===== config.mk =====
export PLATFORM = sky130hd
export DESIGN_NAME = windowed_ema_macd_filter
export DESIGN_NICKNAME = d
export VERILOG_FILES = /design/src/sv/wemf_pkg.sv /design/src/sv/wemf_mac.sv /design/src/sv/windowed_ema_macd_filter.sv
export SDC_FILE = /design/constraint.sdc
export NUM_CORES = 2
export LEC_CHECK = 0
export BUFFER_PORTS_ARGS = -buffer_cell sky130_fd_sc_hd__buf_4
export CORE_MARGIN = 2
export CORE_UTILIZATION = 60
export CTS_CLUSTER_DIAMETER = 60
export DETAILED_ROUTE_END_ITERATION = 12
export HOLD_SLACK_MARGIN = 0.03
export MAX_ROUTING_LAYER = met4
export PLACE_DENSITY = 0.79
export SLEW_MARGIN = 40
export SYNTH_ARGS = -nofsm -noshare
export SYNTH_HDL_FRONTEND = slang
export SYNTH_SLANG_ARGS = --single-unit

===== constraint.sdc =====
create_clock -name aclk -period 12.42 [get_ports aclk]
set_input_delay 3.726 -clock aclk [delete_from_list [all_inputs] [get_ports aclk]]
set_output_delay 3.726 -clock aclk [all_outputs]
set_load 0.01 [all_outputs]

===== src/sv/wemf_pkg.sv =====
// ----------------------------------------------------------------------------
// wemf_pkg
// shared types and constants of the windowed ema macd filter
// ----------------------------------------------------------------------------
package wemf_pkg;

    localparam int ACC_W   = 32;                    // element and accumulator width
    localparam int ALPHA_W = 16;                    // unsigned q0.16 weight
    localparam int DIFF_W  = ACC_W + 1;
    localparam int PROD_W  = DIFF_W + ALPHA_W + 1;
    localparam int ADDR_W  = 4;                     // apb byte address
    localparam int DATA_W  = 32;

    // register index, paddr[3:2]
    localparam logic [1:0] REG_FAST_ALPHA   = 2'd0;
    localparam logic [1:0] REG_SLOW_ALPHA   = 2'd1;
    localparam logic [1:0] REG_SIGNAL_ALPHA = 2'd2;

    localparam logic [ALPHA_W-1:0] FAST_ALPHA_RST   = 16'd10082;
    localparam logic [ALPHA_W-1:0] SLOW_ALPHA_RST   = 16'd4855;
    localparam logic [ALPHA_W-1:0] SIGNAL_ALPHA_RST = 16'd13107;

    // multiply-accumulate step control
    typedef struct packed {
        logic load;   // acc takes the oldest element
        logic mul;    // product of (element - acc) and alpha
        logic acc;    // acc takes acc + rounded product
    } mac_ctl_t;

    typedef enum logic [6:0] {
        ST_IDLE  = 7'b0000001,
        ST_FETCH = 7'b0000010,
        ST_LOAD  = 7'b0000100,
        ST_MUL   = 7'b0001000,
        ST_ACC   = 7'b0010000,
        ST_DIFF  = 7'b0100000,
        ST_DONE  = 7'b1000000
    } state_t;

    typedef enum logic [1:0] {
        PASS_FAST   = 2'd0,
        PASS_SLOW   = 2'd1,
        PASS_SIGNAL = 2'd2
    } pass_t;

endpackage


===== src/sv/wemf_mac.sv =====
// ----------------------------------------------------------------------------
// wemf_mac
// shared multiply-accumulate of the windowed ema recurrence
// acc = acc + floor(((x - acc) * alpha + 2^15) / 2^16)
// ----------------------------------------------------------------------------
module wemf_mac
    import wemf_pkg::*;
(
    input  logic                     aclk,
    input  mac_ctl_t                 ctl,
    input  logic signed [ACC_W-1:0]  elem,
    input  logic [ALPHA_W-1:0]       alpha,
    output logic signed [ACC_W-1:0]  acc
);

    logic signed [ACC_W-1:0]   acc_reg;
    logic signed [PROD_W-1:0]  prod_reg;
    logic signed [DIFF_W-1:0]  diff;
    logic signed [ALPHA_W:0]   alpha_s;
    logic signed [PROD_W-1:0]  prod_next;
    logic signed [PROD_W-1:0]  prod_rnd;
    logic signed [DIFF_W:0]    part;
    logic signed [DIFF_W:0]    sum;

    assign diff      = DIFF_W'(elem) - DIFF_W'(acc_reg);
    assign alpha_s   = $signed({1'b0, alpha});
    assign prod_next = PROD_W'(diff) * PROD_W'(alpha_s);

    // round half up, then arithmetic shift keeps the floor
    assign prod_rnd = (prod_reg + PROD_W'(32768)) >>> ALPHA_W;
    assign part     = prod_rnd[DIFF_W:0];
    assign sum      = (DIFF_W + 1)'(acc_reg) + part;

    always_ff @(posedge aclk) begin
        if (ctl.load) begin
            acc_reg <= elem;
        end else if (ctl.acc) begin
            // result stays between the window extremes, so 32 bits hold it
            acc_reg <= sum[ACC_W-1:0];
        end
        if (ctl.mul) begin
            prod_reg <= prod_next;
        end
    end

    assign acc = acc_reg;

endmodule


===== src/sv/windowed_ema_macd_filter.sv =====
// ----------------------------------------------------------------------------
// windowed_ema_macd_filter
// macd of a price stream: fast minus slow windowed ema of the prices, and a
// windowed ema of the macd series, all kept in two circular window memories
// ----------------------------------------------------------------------------
//  channel  ports                          word
//  input    s_valid s_ready                s_price_sample
//  result   m_valid m_ready                m_macd_value m_signal_value
//                                          m_macd_valid m_signal_valid
//  config   psel penable pwrite pready     paddr pwdata prdata
//
//  one word at a time; each window element goes through the shared
//  multiply-accumulate. a word runs the fast, slow and signal passes once both
//  windows are full, the fast and slow passes while only the price window is
//  full, and no pass before that.
//  reset clears the sample count and pointers, restores default weights; window
//  memories are not cleared. a stalled result waits in the output register.
// ----------------------------------------------------------------------------
module windowed_ema_macd_filter
    import wemf_pkg::*;
#(
    parameter int FAST_WINDOW   = 12,
    parameter int SLOW_WINDOW   = 26,
    parameter int SIGNAL_WINDOW = 9,
    parameter int SAMPLE_BITS   = 32
) (
    input  logic                     aclk,
    input  logic                     aresetn,

    input  logic                     psel,
    input  logic                     penable,
    input  logic                     pwrite,
    input  logic [ADDR_W-1:0]        paddr,
    input  logic [DATA_W-1:0]        pwdata,
    output logic [DATA_W-1:0]        prdata,
    output logic                     pready,

    input  logic                     s_valid,
    output logic                     s_ready,
    input  logic signed [31:0]       s_price_sample,

    output logic                     m_valid,
    input  logic                     m_ready,
    output logic signed [31:0]       m_macd_value,
    output logic signed [31:0]       m_signal_value,
    output logic                     m_macd_valid,
    output logic                     m_signal_valid
);

    localparam int PRICE_DEPTH = (FAST_WINDOW > SLOW_WINDOW) ? FAST_WINDOW : SLOW_WINDOW;
    localparam int IN_BITS     = (SAMPLE_BITS < 32) ? SAMPLE_BITS : 32;
    localparam int SEEN_MAX    = PRICE_DEPTH + SIGNAL_WINDOW - 1;
    localparam int SEEN_W      = $clog2(SEEN_MAX + 1);
    localparam int PA_W        = $clog2(PRICE_DEPTH);
    localparam int MA_W        = $clog2(SIGNAL_WINDOW);
    localparam int MAX_WIN     = (PRICE_DEPTH > SIGNAL_WINDOW) ? PRICE_DEPTH : SIGNAL_WINDOW;
    localparam int CNT_W       = $clog2(MAX_WIN);

    // ---------------------------------------------------------------- config
    logic [ALPHA_W-1:0] fast_alpha_reg;
    logic [ALPHA_W-1:0] slow_alpha_reg;
    logic [ALPHA_W-1:0] signal_alpha_reg;
    logic               cfg_wr;

    assign pready = 1'b1;
    assign cfg_wr = psel && penable && pwrite;

    always_ff @(posedge aclk) begin
        if (!aresetn) begin
            fast_alpha_reg   <= FAST_ALPHA_RST;
            slow_alpha_reg   <= SLOW_ALPHA_RST;
            signal_alpha_reg <= SIGNAL_ALPHA_RST;
        end else if (cfg_wr) begin
            unique case (paddr[3:2])
                REG_FAST_ALPHA:   fast_alpha_reg   <= pwdata[ALPHA_W-1:0];
                REG_SLOW_ALPHA:   slow_alpha_reg   <= pwdata[ALPHA_W-1:0];
                REG_SIGNAL_ALPHA: signal_alpha_reg <= pwdata[ALPHA_W-1:0];
                default: ;
            endcase
        end
    end

    always_comb begin
        unique case (paddr[3:2])
            REG_FAST_ALPHA:   prdata = DATA_W'(fast_alpha_reg);
            REG_SLOW_ALPHA:   prdata = DATA_W'(slow_alpha_reg);
            REG_SIGNAL_ALPHA: prdata = DATA_W'(signal_alpha_reg);
            default:          prdata = '0;
        endcase
    end

    // ------------------------------------------------------------- registers
    state_t                   state_reg, state_next;
    pass_t                    pass_reg, pass_next;
    logic [CNT_W-1:0]         cnt_reg, cnt_next;
    logic [PA_W-1:0]          price_wptr_reg, price_wptr_next;
    logic [PA_W-1:0]          prd_addr_reg, prd_addr_next;
    logic [MA_W-1:0]          macd_wptr_reg, macd_wptr_next;
    logic [MA_W-1:0]          mrd_addr_reg, mrd_addr_next;
    logic [SEEN_W-1:0]        seen_reg, seen_next;
    logic                     mv_reg, mv_next;
    logic                     sv_reg, sv_next;
    logic signed [ACC_W-1:0]  fast_reg, fast_next;
    logic signed [ACC_W-1:0]  macd_reg, macd_next;

    logic                     m_valid_reg, m_valid_next;
    logic signed [31:0]       m_macd_reg, m_signal_reg;
    logic                     m_mv_reg, m_sv_reg;
    logic                     out_load;

    // -------------------------------------------------------------- memories
    logic signed [IN_BITS-1:0] price_mem [PRICE_DEPTH];
    logic signed [IN_BITS-1:0] price_rdata_reg;
    logic signed [ACC_W-1:0]   macd_mem [SIGNAL_WINDOW];
    logic signed [ACC_W-1:0]   macd_rdata_reg;
    logic                      accept;

    assign s_ready = (state_reg == ST_IDLE);
    assign accept  = s_valid && s_ready;

    always_ff @(posedge aclk) begin
        if (accept) begin
            price_mem[price_wptr_reg] <= s_price_sample[IN_BITS-1:0];
        end
        price_rdata_reg <= price_mem[prd_addr_reg];
    end

    always_ff @(posedge aclk) begin
        if (state_reg == ST_DIFF) begin
            macd_mem[macd_wptr_reg] <= macd_next;
        end
        macd_rdata_reg <= macd_mem[mrd_addr_reg];
    end

    // ------------------------------------------------------------- mac unit
    mac_ctl_t                 mac_ctl;
    logic signed [ACC_W-1:0]  mac_elem;
    logic [ALPHA_W-1:0]       mac_alpha;
    logic signed [ACC_W-1:0]  mac_acc;

    assign mac_elem = (pass_reg == PASS_SIGNAL) ? macd_rdata_reg : ACC_W'(price_rdata_reg);

    always_comb begin
        unique case (pass_reg)
            PASS_FAST:   mac_alpha = fast_alpha_reg;
            PASS_SLOW:   mac_alpha = slow_alpha_reg;
            PASS_SIGNAL: mac_alpha = signal_alpha_reg;
            default:     mac_alpha = fast_alpha_reg;
        endcase
    end

    wemf_mac u_mac (
        .aclk  (aclk),
        .ctl   (mac_ctl),
        .elem  (mac_elem),
        .alpha (mac_alpha),
        .acc   (mac_acc)
    );

    // ------------------------------------------------------- address helpers
    logic [PA_W:0]     fast_start_sum;
    logic [PA_W-1:0]   fast_start;
    logic [PA_W:0]     slow_start_sum;
    logic [PA_W-1:0]   slow_start;
    logic [PA_W-1:0]   price_wptr_inc;
    logic [PA_W-1:0]   prd_addr_inc;
    logic [MA_W-1:0]   macd_wptr_inc;
    logic [MA_W-1:0]   mrd_addr_inc;
    logic [ACC_W:0]    macd_diff;
    logic signed [ACC_W-1:0] macd_sat;

    // fast window starts FAST_WINDOW-1 entries behind the word being written
    assign fast_start_sum = {1'b0, price_wptr_reg}
                          + (PA_W + 1)'(PRICE_DEPTH - FAST_WINDOW + 1);
    assign fast_start     = (fast_start_sum >= (PA_W + 1)'(PRICE_DEPTH))
                          ? PA_W'(fast_start_sum - (PA_W + 1)'(PRICE_DEPTH))
                          : fast_start_sum[PA_W-1:0];
    // write pointer has moved on by then, one past the newest word
    assign slow_start_sum = {1'b0, price_wptr_reg}
                          + (PA_W + 1)'(PRICE_DEPTH - SLOW_WINDOW);
    assign slow_start     = (slow_start_sum >= (PA_W + 1)'(PRICE_DEPTH))
                          ? PA_W'(slow_start_sum - (PA_W + 1)'(PRICE_DEPTH))
                          : slow_start_sum[PA_W-1:0];

    assign price_wptr_inc = (price_wptr_reg == PA_W'(PRICE_DEPTH - 1)) ? '0 : price_wptr_reg + 1'b1;
    assign prd_addr_inc   = (prd_addr_reg == PA_W'(PRICE_DEPTH - 1)) ? '0 : prd_addr_reg + 1'b1;
    assign macd_wptr_inc  = (macd_wptr_reg == MA_W'(SIGNAL_WINDOW - 1)) ? '0 : macd_wptr_reg + 1'b1;
    assign mrd_addr_inc   = (mrd_addr_reg == MA_W'(SIGNAL_WINDOW - 1)) ? '0 : mrd_addr_reg + 1'b1;

    assign macd_diff = (ACC_W + 1)'(fast_reg) - (ACC_W + 1)'(mac_acc);
    always_comb begin
        if (macd_diff[ACC_W] != macd_diff[ACC_W-1]) begin
            macd_sat = macd_diff[ACC_W] ? {1'b1, {(ACC_W-1){1'b0}}} : {1'b0, {(ACC_W-1){1'b1}}};
        end else begin
            macd_sat = macd_diff[ACC_W-1:0];
        end
    end

    // ------------------------------------------------------------- sequencer
    always_comb begin
        state_next      = state_reg;
        pass_next       = pass_reg;
        cnt_next        = cnt_reg;
        price_wptr_next = price_wptr_reg;
        prd_addr_next   = prd_addr_reg;
        macd_wptr_next  = macd_wptr_reg;
        mrd_addr_next   = mrd_addr_reg;
        seen_next       = seen_reg;
        mv_next         = mv_reg;
        sv_next         = sv_reg;
        fast_next       = fast_reg;
        macd_next       = macd_reg;
        mac_ctl         = '0;
        out_load        = 1'b0;

        unique case (state_reg)
            ST_IDLE: begin
                if (s_valid) begin
                    seen_next       = (seen_reg < SEEN_W'(SEEN_MAX)) ? seen_reg + 1'b1 : seen_reg;
                    mv_next         = (seen_next >= SEEN_W'(PRICE_DEPTH));
                    sv_next         = (seen_next >= SEEN_W'(SEEN_MAX));
                    macd_next       = '0;
                    price_wptr_next = price_wptr_inc;
                    prd_addr_next   = fast_start;
                    pass_next       = PASS_FAST;
                    cnt_next        = CNT_W'(FAST_WINDOW - 1);
                    state_next      = mv_next ? ST_FETCH : ST_DONE;
                end
            end
            ST_FETCH: begin
                // first word of the pass is on its way out of the memory
                if (pass_reg == PASS_SIGNAL) begin
                    mrd_addr_next = mrd_addr_inc;
                end else begin
                    prd_addr_next = prd_addr_inc;
                end
                if (pass_reg == PASS_SLOW) begin
                    fast_next = mac_acc;
                end
                state_next = ST_LOAD;
            end
            ST_LOAD: begin
                mac_ctl.load = 1'b1;
                state_next   = ST_MUL;
            end
            ST_MUL: begin
                mac_ctl.mul = 1'b1;
                if (pass_reg == PASS_SIGNAL) begin
                    mrd_addr_next = mrd_addr_inc;
                end else begin
                    prd_addr_next = prd_addr_inc;
                end
                state_next = ST_ACC;
            end
            ST_ACC: begin
                mac_ctl.acc = 1'b1;
                cnt_next    = cnt_reg - 1'b1;
                if (cnt_reg == CNT_W'(1)) begin
                    unique case (pass_reg)
                        PASS_FAST: begin
                            pass_next     = PASS_SLOW;
                            prd_addr_next = slow_start;
                            cnt_next      = CNT_W'(SLOW_WINDOW - 1);
                            state_next    = ST_FETCH;
                        end
                        PASS_SLOW:   state_next = ST_DIFF;
                        PASS_SIGNAL: state_next = ST_DONE;
                        default:     state_next = ST_DONE;
                    endcase
                end else begin
                    state_next = ST_MUL;
                end
            end
            ST_DIFF: begin
                macd_next      = macd_sat;
                macd_wptr_next = macd_wptr_inc;
                // oldest macd word sits right after the one written now
                mrd_addr_next  = macd_wptr_inc;
                if (sv_reg) begin
                    pass_next  = PASS_SIGNAL;
                    cnt_next   = CNT_W'(SIGNAL_WINDOW - 1);
                    state_next = ST_FETCH;
                end else begin
                    state_next = ST_DONE;
                end
            end
            ST_DONE: begin
                if (!m_valid_reg || m_ready) begin
                    out_load   = 1'b1;
                    state_next = ST_IDLE;
                end
            end
            default: state_next = ST_IDLE;
        endcase
    end

    assign m_valid_next = out_load ? 1'b1 : (m_ready ? 1'b0 : m_valid_reg);

    always_ff @(posedge aclk) begin
        if (!aresetn) begin
            state_reg      <= ST_IDLE;
            pass_reg       <= PASS_FAST;
            cnt_reg        <= '0;
            price_wptr_reg <= '0;
            prd_addr_reg   <= '0;
            macd_wptr_reg  <= '0;
            mrd_addr_reg   <= '0;
            seen_reg       <= '0;
            mv_reg         <= 1'b0;
            sv_reg         <= 1'b0;
            m_valid_reg    <= 1'b0;
        end else begin
            state_reg      <= state_next;
            pass_reg       <= pass_next;
            cnt_reg        <= cnt_next;
            price_wptr_reg <= price_wptr_next;
            prd_addr_reg   <= prd_addr_next;
            macd_wptr_reg  <= macd_wptr_next;
            mrd_addr_reg   <= mrd_addr_next;
            seen_reg       <= seen_next;
            mv_reg         <= mv_next;
            sv_reg         <= sv_next;
            m_valid_reg    <= m_valid_next;
        end
    end

    always_ff @(posedge aclk) begin
        fast_reg <= fast_next;
        macd_reg <= macd_next;
        if (out_load) begin
            m_macd_reg   <= macd_reg;
            m_signal_reg <= sv_reg ? mac_acc : '0;
            m_mv_reg     <= mv_reg;
            m_sv_reg     <= sv_reg;
        end
    end

    assign m_valid        = m_valid_reg;
    assign m_macd_value   = m_macd_reg;
    assign m_signal_value = m_signal_reg;
    assign m_macd_valid   = m_mv_reg;
    assign m_signal_valid = m_sv_reg;

    // ------------------------------------------------------------ assertions
    a_signal_needs_macd: assert property (@(posedge aclk) disable iff (!aresetn)
        m_valid |-> (!m_signal_valid || m_macd_valid))
        else $error("signal valid without macd valid");

    a_macd_zero_when_invalid: assert property (@(posedge aclk) disable iff (!aresetn)
        (m_valid && !m_macd_valid) |-> (m_macd_value == 32'sd0))
        else $error("macd value not zero before the window is full");

    a_mul_count_live: assert property (@(posedge aclk) disable iff (!aresetn)
        (state_reg == ST_MUL) |-> (cnt_reg != '0))
        else $error("blend step with no element left");

    a_no_accept_while_busy: assert property (@(posedge aclk) disable iff (!aresetn)
        (state_reg == ST_FETCH) |=> !s_ready)
        else $error("input taken in the middle of a pass");

endmodule


==> impl_results.md <==
- EDFF count, synth: 1283
- Vias per cell: 6.24
- Avg Inst Size Synth: 13.8 µm²
- Max reg flops: 832
- Placeable Area: 0.130 mm²
- FF+latch count, synth: 1468
- Initial antenna violation count: 16
- Final period utilization: 0.901
- Die Height: 366 µm
- # fillers: 8594
- Max Cap Viol: 0
- Worst hold path class: reg -> reg
- Setup_tns: 0 ns
- Yosys top cell area share: 0.489
- Syn Inst Count: 5721
- H-tree depth: 4
- I/O pin count: 176
- Sequential area share after synthesis: 0.536
- Post-route cell area: 0.0875 mm²
- Warnings from Yosys: 0
- CTS tree: done
- Post-synth top flop: edfxtp_1
- Die W: 366 µm
- Root Driver: clkbuf_16
- CP Data Required Time: 12.96 ns
- CP max stage cell: a2111oi_1
- CP peak stage delay: 0.57 ns
- Final hold viol count: 0
- Crit path DAT: 11.73 ns
- Post-synthesis cell type count: 95
- Antenna Nets Post-Route: 0
- First-iteration detailed-routing DRC count: 5922
- CP endpoint kind: register
- Cell Rows: 132
- Worst R2R Path Depth: 33
- Max_slew headroom: 0.317
- Layout Nets: 6666
- GRT Overall Usage: 0.314
- Yosys top cell by area: edfxtp_1
- Cts repair resizes: 0
- IO Port Bufs: 140
- Period minus WS final: 11.20 ns
- Die area: 0.134 mm²
- Largest net degree at the start of global routing: 90
- GRT overflow: 0
- CP Max Fanout: 31
- RSZ-0062 raised after global routing: no
- Reg area: 0.0423 mm²
- Sink Count: 1468
- Drt total wl: 203000 µm
- DRC: 0
- Most common cell after layout, fill and taps aside: edfxtp_1
- Ranking of synthesized cells by area: edfxtp_1, fa_1, mux4_2, dfxtp_1, ha_1
- Hold WS: 0.433 ns
- WL per Instance: 26.1 µm
- Clock Latency Late Sink: 0.81 ns
- Kind of critical path: reg -> reg
- First-pass GRT wire length: 303000 µm
- GP Congestion: 0.951
- Vias in the first global route: 48.9k
- Cts hold-fix bufs: 0
- Multi-input gate area: 0.0336 mm²
- Fraction of layout cells with a size suffix above 1: 0.159
- CP Launch Type: register
- CP dominant cell by count: fa_1
- Starting Density: 0.606
- Final Max Slew Viols: 0
- # Post-CTS Setup Buffers: 0
- Placed instance area: 0.0823 mm²
- Status: finished clean
- Area Growth Syn to Fin: 11.0%
- Clock Pin Slew Worst Setup and Hold Paths: 0.06 ns
- Final Skew: 0.0706 ns
- Achievable Freq: 89.3 MHz
- CTS Buf Count: 149
- Slew at the pin closest to its max-slew limit: 1.01 ns
- Via Count: 48.3k
- Leading cell types in the layout, fill and taps excluded: edfxtp_1, inv_1, nand2_1, fa_1, nor2_1
- Max Root-Sink Buffers: 3
- Mapped cell area: 0.0788 mm²
- Setup Viol. Count Final: 0
- DPL Wire Length: 129000 µm
- Ys async rst share: 0
- Hold Path Stages: 0
- DR pass1 iterations: 6
## layer usage
| metal | part of all wire | vias to the layer above | wire length (µm) | track usage |
|---|---|---|---|---|
| met5 | 0 | - | 0 | - |
| met1 | 0.37 | 24400 | 75000 | 0.407 |
| met2 | 0.48 | 2869 | 97900 | 0.491 |
| met3 | 0.11 | 507 | 21600 | 0.0635 |
| met4 | 0.040 | 0 | 8000 | 0.124 |
| li1 | - | 20600 | - | - |
## synthesized netlist by cell type, drive strengths merged (10+ instances only)
cell,count
nor2,369
a221o,32
a21boi,33
buf,74
nand3,74
and3,26
ha,233
nor3,38
a21oi,168
o21a,23
edfxtp,1283
a31oi,39
a211o,10
xor2,70
inv,650
nand4,15
a311oi,12
fa,487
mux2,64
nor3b,12
and2,71
nand2,520
a22oi,19
a21o,71
o211ai,15
a211oi,50
mux4,288
clkbuf,190
dfxtp,185
o21bai,21
mux2i,84
xnor2,122
o21ai,145
nand2b,34
nor2b,71
## path summary, 6_finish.rpt
check	slack, ns	startpoint	endpoint
min	0.43	macd_reg[22]	m_macd_value[22]
max reg2reg	1.22	pass_reg[0]	u_mac.prod_reg[45]
min reg2reg	0.43	macd_reg[22]	m_macd_value[22]
max	1.22	pass_reg[0]	u_mac.prod_reg[45]
## kinds of logic (layout without fill, tap and decap cells)
kind of cell,count (synthesis),in the layout,synth area share
compound gates,716,716,0.0623
xor+xnor,193,193,0.0219
fa+ha+maj,720,720,0.161
buf+inv,914,1171,0.0448
flops,1468,1468,0.536
mux,436,436,0.102
other cells,2,28,0.0000953
simple gates,1272,1272,0.0724
## stage by stage
step,instances,utilization,setup WS (ns)
4_1_cts,7731,0.672,1.33
3_3_place_gp,7456,0.632,1.44
5_1_grt,7743,0.673,0.618
2_1_floorplan,5736,-,2.90
6_report,7746,0.673,1.22
3_5_place_dp,7458,0.633,1.40
## worst max-delay path, delay by kind of cell (launching register included)
family / cells / cell delay [ns]
multiplexers: 1 / 0.48
flip-flops: 1 / 0.33
AO/OA/AOI/OAI: 15 / 4.56
AND/OR/NAND/NOR: 3 / 0.62
buffers and inverters: 5 / 0.80
adder cells (fa/ha/maj): 9 / 4.10
## layout make-up
cell class / instances / area share
diodes: 11 / 0.000315
repair buffers: 248 / 0.0226
inverters: 650 / 0.0279
well taps: 1742 / 0.0249
clock buffers: 186 / 0.0455
flip-flops and latches: 1468 / 0.483
multi-input cells: 3354 / 0.384
clock inverters: 87 / 0.0118
Power is left out: the tool's default activity adds up to more than one toggle a clock period on the data nets, which glitch-free logic cannot reach.
